File: src/design/csaes_pkg.sv
`default_nettype none
package csaes_pkg;

  localparam int unsigned CfgIdxW = 3;
  localparam int unsigned CfgDataW = 64;

  typedef enum logic [CfgIdxW-1:0] {
    REG_KEY_HIGH   = 3'd0,
    REG_KEY_LOW    = 3'd1,
    REG_IV_HIGH    = 3'd2,
    REG_IV_LOW     = 3'd3,
    REG_CHAIN_MODE = 3'd4
  } cfg_reg_t;

  localparam logic [7:0] GF_POLY = 8'h1b;
  localparam logic [7:0] RCON_FIRST = 8'h01;

  localparam logic [7:0] SBOX [256] = '{
    8'h1C,8'h2F,8'h03,8'h53,8'hA3,8'h01,8'h49,8'hDA,8'hA6,8'hCD,8'hE0,8'h8A,8'h19,8'hA7,8'h04,8'hD4,
    8'h06,8'h1A,8'hDA,8'h49,8'h08,8'hE2,8'hF6,8'hB2,8'h9E,8'hE1,8'h22,8'h49,8'hCE,8'h7B,8'h7E,8'h5E,
    8'hA0,8'h09,8'h2A,8'h63,8'hAF,8'h49,8'hCE,8'h70,8'h7B,8'h3C,8'h23,8'h80,8'hFA,8'h17,8'h47,8'hF2,
    8'h62,8'h62,8'h6C,8'h59,8'h10,8'hCC,8'h29,8'h9C,8'hB5,8'h46,8'h58,8'hC7,8'h44,8'h13,8'hE7,8'h38,
    8'hD5,8'hAF,8'h27,8'h83,8'hD4,8'hD5,8'hA0,8'h9E,8'hE3,8'h76,8'h3B,8'h85,8'h04,8'hD9,8'hD6,8'h98,
    8'h60,8'h66,8'hD4,8'h78,8'h53,8'hEA,8'hCA,8'h0E,8'h8D,8'h56,8'h53,8'h44,8'hE2,8'hEF,8'hBD,8'hA9,
    8'h9B,8'h10,8'h0A,8'hA1,8'h13,8'h93,8'hF0,8'h43,8'h0B,8'h7C,8'h39,8'h8A,8'h47,8'hDF,8'hD3,8'hC5,
    8'h0E,8'h34,8'h31,8'hA6,8'hAE,8'h5A,8'hB8,8'hE7,8'hE6,8'h31,8'h43,8'hC0,8'hAA,8'h0F,8'hE0,8'h82,
    8'h12,8'h4C,8'hD1,8'hDF,8'h8B,8'hA5,8'hAC,8'h70,8'hC5,8'h3D,8'h1B,8'h8E,8'h93,8'h17,8'h4D,8'h79,
    8'h4E,8'hCE,8'h63,8'hC4,8'h33,8'h0E,8'h14,8'h57,8'hF0,8'hD8,8'h19,8'h5B,8'h9B,8'h61,8'h71,8'hF2,
    8'h2B,8'h33,8'h7E,8'hFD,8'h2C,8'h0B,8'hB6,8'h23,8'h20,8'hB9,8'hD4,8'h91,8'h19,8'h94,8'h04,8'hA4,
    8'h30,8'h13,8'h8A,8'hF1,8'hD0,8'h05,8'hEC,8'h5E,8'hAC,8'h4A,8'hD4,8'hD6,8'hA5,8'h17,8'h7F,8'hF9,
    8'hE5,8'hF6,8'h00,8'h29,8'hD7,8'h93,8'h2D,8'h5E,8'h2C,8'hF1,8'h81,8'hA3,8'hB7,8'h63,8'h39,8'h57,
    8'hC2,8'h33,8'h87,8'h2D,8'hA8,8'h3F,8'h02,8'hCC,8'h08,8'h67,8'h74,8'h60,8'hD8,8'hF0,8'hDA,8'h67,
    8'h40,8'h64,8'h87,8'h55,8'hBB,8'h7F,8'hF2,8'h10,8'hC9,8'h03,8'h14,8'hB5,8'h80,8'h66,8'hCB,8'h91,
    8'hF6,8'h1F,8'h79,8'h58,8'h88,8'hBC,8'h95,8'hC2,8'h06,8'h5F,8'hE9,8'h09,8'h32,8'hED,8'h9B,8'h85
  };

  function automatic logic [7:0] xtime(input logic [7:0] x);
    xtime = {x[6:0], 1'b0} ^ (x[7] ? GF_POLY : 8'h00);
  endfunction

  function automatic logic [7:0] gf_mul(input logic [7:0] x, input logic [3:0] y);
    logic [7:0] acc;
    logic [7:0] v;
    acc = 8'h00;
    v = x;
    for (int i = 0; i < 4; i++) begin
      if (y[i]) acc = acc ^ v;
      v = xtime(v);
    end
    gf_mul = acc;
  endfunction

  // Byte k of a block sits at bits [127-8k -: 8].
  function automatic logic [127:0] sub_bytes(input logic [127:0] s);
    logic [127:0] o;
    for (int k = 0; k < 16; k++) o[127-8*k -: 8] = SBOX[s[127-8*k -: 8]];
    sub_bytes = o;
  endfunction

  function automatic logic [127:0] shift_rows(input logic [127:0] s, input logic right);
    logic [127:0] o;
    int src;
    for (int c = 0; c < 4; c++) begin
      for (int r = 0; r < 4; r++) begin
        src = right ? (4 * ((c + 3 * r) % 4) + r) : (4 * ((c + r) % 4) + r);
        o[127-8*(4*c+r) -: 8] = s[127-8*src -: 8];
      end
    end
    shift_rows = o;
  endfunction

  function automatic logic [127:0] mix_columns(input logic [127:0] s);
    logic [127:0] o;
    logic [7:0] p0, p1, p2, p3, all;
    for (int c = 0; c < 4; c++) begin
      p0 = s[127-32*c -: 8];
      p1 = s[119-32*c -: 8];
      p2 = s[111-32*c -: 8];
      p3 = s[103-32*c -: 8];
      all = p0 ^ p1 ^ p2 ^ p3;
      o[127-32*c -: 8] = p0 ^ xtime(p0 ^ p1) ^ all;
      o[119-32*c -: 8] = p1 ^ xtime(p1 ^ p2) ^ all;
      o[111-32*c -: 8] = p2 ^ xtime(p2 ^ p3) ^ all;
      o[103-32*c -: 8] = p3 ^ xtime(p3 ^ p0) ^ all;
    end
    mix_columns = o;
  endfunction

  function automatic logic [127:0] inv_mix_columns(input logic [127:0] s);
    logic [127:0] o;
    logic [7:0] a, e, g, d;
    for (int c = 0; c < 4; c++) begin
      a = s[127-32*c -: 8];
      e = s[119-32*c -: 8];
      g = s[111-32*c -: 8];
      d = s[103-32*c -: 8];
      o[127-32*c -: 8] = gf_mul(a, 4'he) ^ gf_mul(e, 4'hb) ^ gf_mul(g, 4'hd) ^ gf_mul(d, 4'h9);
      o[119-32*c -: 8] = gf_mul(a, 4'h9) ^ gf_mul(e, 4'he) ^ gf_mul(g, 4'hb) ^ gf_mul(d, 4'hd);
      o[111-32*c -: 8] = gf_mul(a, 4'hd) ^ gf_mul(e, 4'h9) ^ gf_mul(g, 4'he) ^ gf_mul(d, 4'hb);
      o[103-32*c -: 8] = gf_mul(a, 4'hb) ^ gf_mul(e, 4'hd) ^ gf_mul(g, 4'h9) ^ gf_mul(d, 4'he);
    end
    inv_mix_columns = o;
  endfunction

endpackage
`default_nettype wire

File: src/design/csaes_key_exp.sv
`default_nettype none
module csaes_key_exp import csaes_pkg::*; #(
  parameter int unsigned ROUND_COUNT = 10,
  localparam int unsigned IdxW = (ROUND_COUNT + 1 > 1) ? $clog2(ROUND_COUNT + 1) : 1
) (
  input  wire logic             clk,
  input  wire logic             rst,
  input  wire logic             start,
  input  wire logic [127:0]     key,
  input  wire logic [IdxW-1:0]  rd_index,
  output logic      [127:0]     rd_key,
  output logic                  busy
);

  logic [127:0]    rk [ROUND_COUNT+1];
  logic [127:0]    cur;
  logic [127:0]    init_words;
  logic [127:0]    step_words;
  logic [7:0]      rc;
  logic [IdxW-1:0] cnt;
  logic            pend;
  logic            run;
  logic [31:0]     t;
  logic [31:0]     n0, n1, n2, n3;

  // Each 32-bit key word enters the schedule with its bytes reversed.
  always_comb begin
    for (int i = 0; i < 4; i++) begin
      for (int r = 0; r < 4; r++) begin
        init_words[127-32*i-8*r -: 8] = key[127-32*i-8*(3-r) -: 8];
      end
    end
  end

  always_comb begin
    t = {SBOX[cur[23:16]] ^ rc, SBOX[cur[15:8]], SBOX[cur[7:0]], SBOX[cur[31:24]]};
    n0 = cur[127:96] ^ t;
    n1 = cur[95:64] ^ n0;
    n2 = cur[63:32] ^ n1;
    n3 = cur[31:0] ^ n2;
    step_words = {n0, n1, n2, n3};
  end

  always_ff @(posedge clk) begin
    if (rst) begin
      pend <= 1'b1;
      run  <= 1'b0;
      cnt  <= '0;
      rc   <= RCON_FIRST;
    end else if (pend || start) begin
      run  <= ~start;
      cnt  <= IdxW'(1);
      rc   <= RCON_FIRST;
      pend <= start;
    end else if (run) begin
      rc  <= xtime(rc);
      cnt <= cnt + IdxW'(1);
      if (cnt == IdxW'(ROUND_COUNT)) run <= 1'b0;
    end
  end

  always_ff @(posedge clk) begin
    if (pend && !start) begin
      rk[0] <= init_words;
      cur   <= init_words;
    end else if (run && !start) begin
      rk[cnt] <= step_words;
      cur     <= step_words;
    end
  end

  assign rd_key = rk[rd_index];
  assign busy   = pend | run | start;

endmodule
`default_nettype wire

File: config.mk
export PLATFORM = sky130hd
export DESIGN_NAME = csaes_key_exp
export DESIGN_NICKNAME = d
export VERILOG_FILES = /design/src/design/csaes_pkg.sv /design/src/design/csaes_key_exp.sv
export SDC_FILE = /design/constraint.sdc
export NUM_CORES = 2
export LEC_CHECK = 0
export ABC_AREA = 1
export BUFFER_PORTS_ARGS = -buffer_cell sky130_fd_sc_hd__buf_4
export CAP_MARGIN = 5
export CORE_ASPECT_RATIO = 2
export CORE_MARGIN = 2
export CORE_UTILIZATION = 50
export CTS_CLUSTER_DIAMETER = 40
export DETAILED_ROUTE_END_ITERATION = 6
export GPL_TIMING_DRIVEN = 1
export PLACE_DENSITY_LB_ADDON = 0.12
export SYNTH_ARGS = -nofsm -noshare
export SYNTH_HDL_FRONTEND = slang
export SYNTH_SLANG_ARGS = --single-unit
export TNS_END_PERCENT = 10
File: constraint.sdc
create_clock -name clk -period 15.35 [get_ports clk]
set_input_delay 3.07 -clock clk [delete_from_list [all_inputs] [get_ports clk]]
set_output_delay 3.07 -clock clk [all_outputs]
set_load 0.02 [all_outputs]
==> flow_summary.toml <==
[drt]
vias = 62800
wl_per_cell_um = 29.9
drt_wl_total_um = 297000
route.detailed.drc = 0
viasPerCell = 6.32
dr.pass1.iters = 6
antenna_left = 0
drt_iter0_drc = 7289

[floorplan]
dieHeight_um = 555
start_util_pct = 50.3
die_area_um2 = 155000
rows = 202
pin_count = 264
core_um2 = 151000
fp.dieW_um = 280

[status]
run_status = "complete, no violations"

[clock_tree]
cts_setup_buffers = 0
clock_latency_ns = 0.81
holdBufCountCts = 0
ctsLongestPathBuffers = 4
h-tree-depth = 4
post_cts_resize_count = 0
cts_buffers = 148
cts_tree = "built"
cts.sinks = 1550
cts-root-buf = "clkbuf_16"
path_clk_slew_ns = 0.06

[yosys]
synth_top_family_by_area = "simple AND/OR/NAND/NOR gates"
synth-main-ff-cell = "edfxtp_1"
synth_compound_area_share_pct = 11.7
ys_types = 41
synth_nets = 8049
synth_area_leaders = "edfxtp_1 (61%), nand2_1 (8.4%), nand3_1 (8.0%)"
synth-xor-area-share_pct = 0.127
syn_area_per_cell_um2 = 9.69
synth_mux_area_share_pct = 0
synthArstFlopShare_pct = 0
yosys_warnings = 0
ys_ff_latch = 1550
synth_edf_count = 1536
synth-simple-area-share_pct = 21.3
netlist_instances = 7839
syn_area_um2 = 76000
synthAdderAreaFrac_pct = 1.23
synth.top_cell.area_share_pct = 60.7
seq_area_frac_synth_pct = 61.1
yosysTopAreaCell = "edfxtp_1"

[final_layout]
stdcell_count = 9937
fillers = 13300
syn_to_final_growth_pct = 10.6
final_cell_mix = "nand2_1 (1709), edfxtp_1 (1536), nand3_1 (1219), o21ai_0 (919), nor2_1 (769)"
layout_commonest_cell = "nand2_1"
fin_nets = 8099
post-route-util_pct = 55.6
drive_gt1_share_pct = 9.61
fin_area_um2 = 84100

[placed_design]
pre_cts_ws_ns = 5.74
dp.cells = 9676
place.port_buffers = 263
routabilityCongestion = 1.07
postPlaceCellArea_um2 = 79600
dp_hpwl_um = 194000

[timing]
fin_tns_setup_ns = 0
finalSetupViolations = 0
setup_slack_ns = 5.58
grt_setup_unrepaired = "false"
fin_worst_skew_ns = 0.0627
holdWs_ns = 0.529
relSlewSlack_pct = 11.7
hold_viol_final = 0
timing.fmax_ghz = 0.102
worst_pin_slew_ns = 1.32
period_share_pct = 63.6
maxSlewViolCount = 0
fin_crit_ns = 9.77

[global_route]
grt_pass1_wl_um = 419000
grt_overflow_total = 0
grt_max_degree = 228
track_usage_pct = 37.5
grt_pass1_vias = 59900
antenna_found_initial = 14

[worst_setup_path]
crit_path_frequent_cell = "o21ai_0"
worstPathArrival_ns = 6.70
critPathSlowestCell = "o21ai_0"
worstSetupEndpointType = "output port"
cpPeakStageDelay_ns = 0.83
cp-start-kind = "primary input"
crit_chain = "clkbuf_8 > inv_8 > buf_4 > o21ai_0 > o221ai_1 > o21ai_0 > o21ai_0 > buf_4"
path_class = "primary input to output port"
crit_buf_inv = 4
worstRegToRegCells = 16
worst-path-stages = 8
required_ns = 12.28
path_delay_family = "buffers and inverters"
crit_fanout = 112

[power]
vdd_drop_max_uv = 77.8
p_total_mw = 11.7
powerDensity_nw_per_um2 = 140
p_leak_nw = 31.3

[job]
drv_cap = 0

[min_path]
holdCritPathClass = "flop to flop"
min_path_cells = 2
[worst min-delay path, cell delays in order, from the launching register on]
cell and delay (ns):
dfxtp_1 0.32, a21oi_1 0.11, nor3_1 0.05
[path summary, 6_finish.rpt]
path                 to   startpoint  slack (ns)
min reg2reg      cnt[3]       cnt[3]        0.53
max          rd_key[76]  rd_index[1]        5.58
max reg2reg   rk[0][35]      cur[26]       10.00
min              cnt[3]       cnt[3]        0.53
[flip-flops by register name, summed over array words and instances (netlist names)]
register  count
rk         1408
run           1
pend          1
rc            8
cur         128
cnt           4
[final cells by class]
class / count / area (um^2) / share of cell area [%]
clock inverter: 65 / 563 / 0.670
timing repair buffer: 439 / 3420 / 4.07
antenna: 8 / 20.0 / 0.0238
inverter: 279 / 1080 / 1.28
clock buffer: 187 / 3870 / 4.60
sequential: 1550 / 46400 / 55.2
multi-input combinational: 5471 / 26300 / 31.3
tap: 1938 / 2420 / 2.88
[kinds of logic after synthesis]
| kind of cell | Yosys count |
|---|---|
| AND/OR/NAND/NOR | 3818 |
| buffers and inverters | 818 |
| AO/OA/AOI/OAI | 1567 |
| flip-flops | 1550 |
| XOR/XNOR | 11 |
| adder cells (fa/ha/maj) | 75 |
[report_power, final]
| group | total (mW) | switching [mW] | internal [mW] |
|---|---|---|---|
| combinational | 3.38 | 2.55 | 0.832 |
| clock | 3.47 | 1.56 | 1.91 |
| sequential | 4.89 | 0.0749 | 4.82 |
[synthesized netlist by cell type, types with 2 or more instances]
| master | number |
|---|---|
| ha_1 | 75 |
| o22ai_1 | 128 |
| dfxtp_1 | 14 |
| clkinv_1 | 8 |
| nand3_2 | 10 |
| o21ai_0 | 954 |
| buf_2 | 117 |
| edfxtp_1 | 1536 |
| nand4_1 | 21 |
| nor2_2 | 6 |
| a21oi_1 | 166 |
| o21ai_1 | 26 |
| o211ai_1 | 135 |
| o221ai_1 | 116 |
| clkbuf_1 | 345 |
| nand3_1 | 1219 |
| buf_6 | 16 |
| nor3_1 | 4 |
| buf_4 | 28 |
| inv_4 | 3 |
| buf_1 | 31 |
| nand2_4 | 2 |
| inv_2 | 13 |
| inv_1 | 255 |
| nor2_1 | 779 |
| nand3b_1 | 11 |
| nand2_2 | 40 |
| nand2_1 | 1709 |
| o21ai_2 | 2 |
| a21oi_2 | 10 |
| buf_8 | 2 |
| xor2_1 | 7 |
| a211oi_1 | 13 |
| or2_2 | 15 |
| a31oi_1 | 14 |
| xnor2_1 | 4 |
[layer usage]
layer / wire length (um) / GRT usage [%] / part of all wire [%]
met1: 104000 / 43.5 / 35
met2: 141000 / 61.5 / 48
met5: 0 / 0 / 0
met4: 25500 / 27.8 / 8.6
met3: 25600 / 7.56 / 8.6
(Power assumes the default switching activity.)
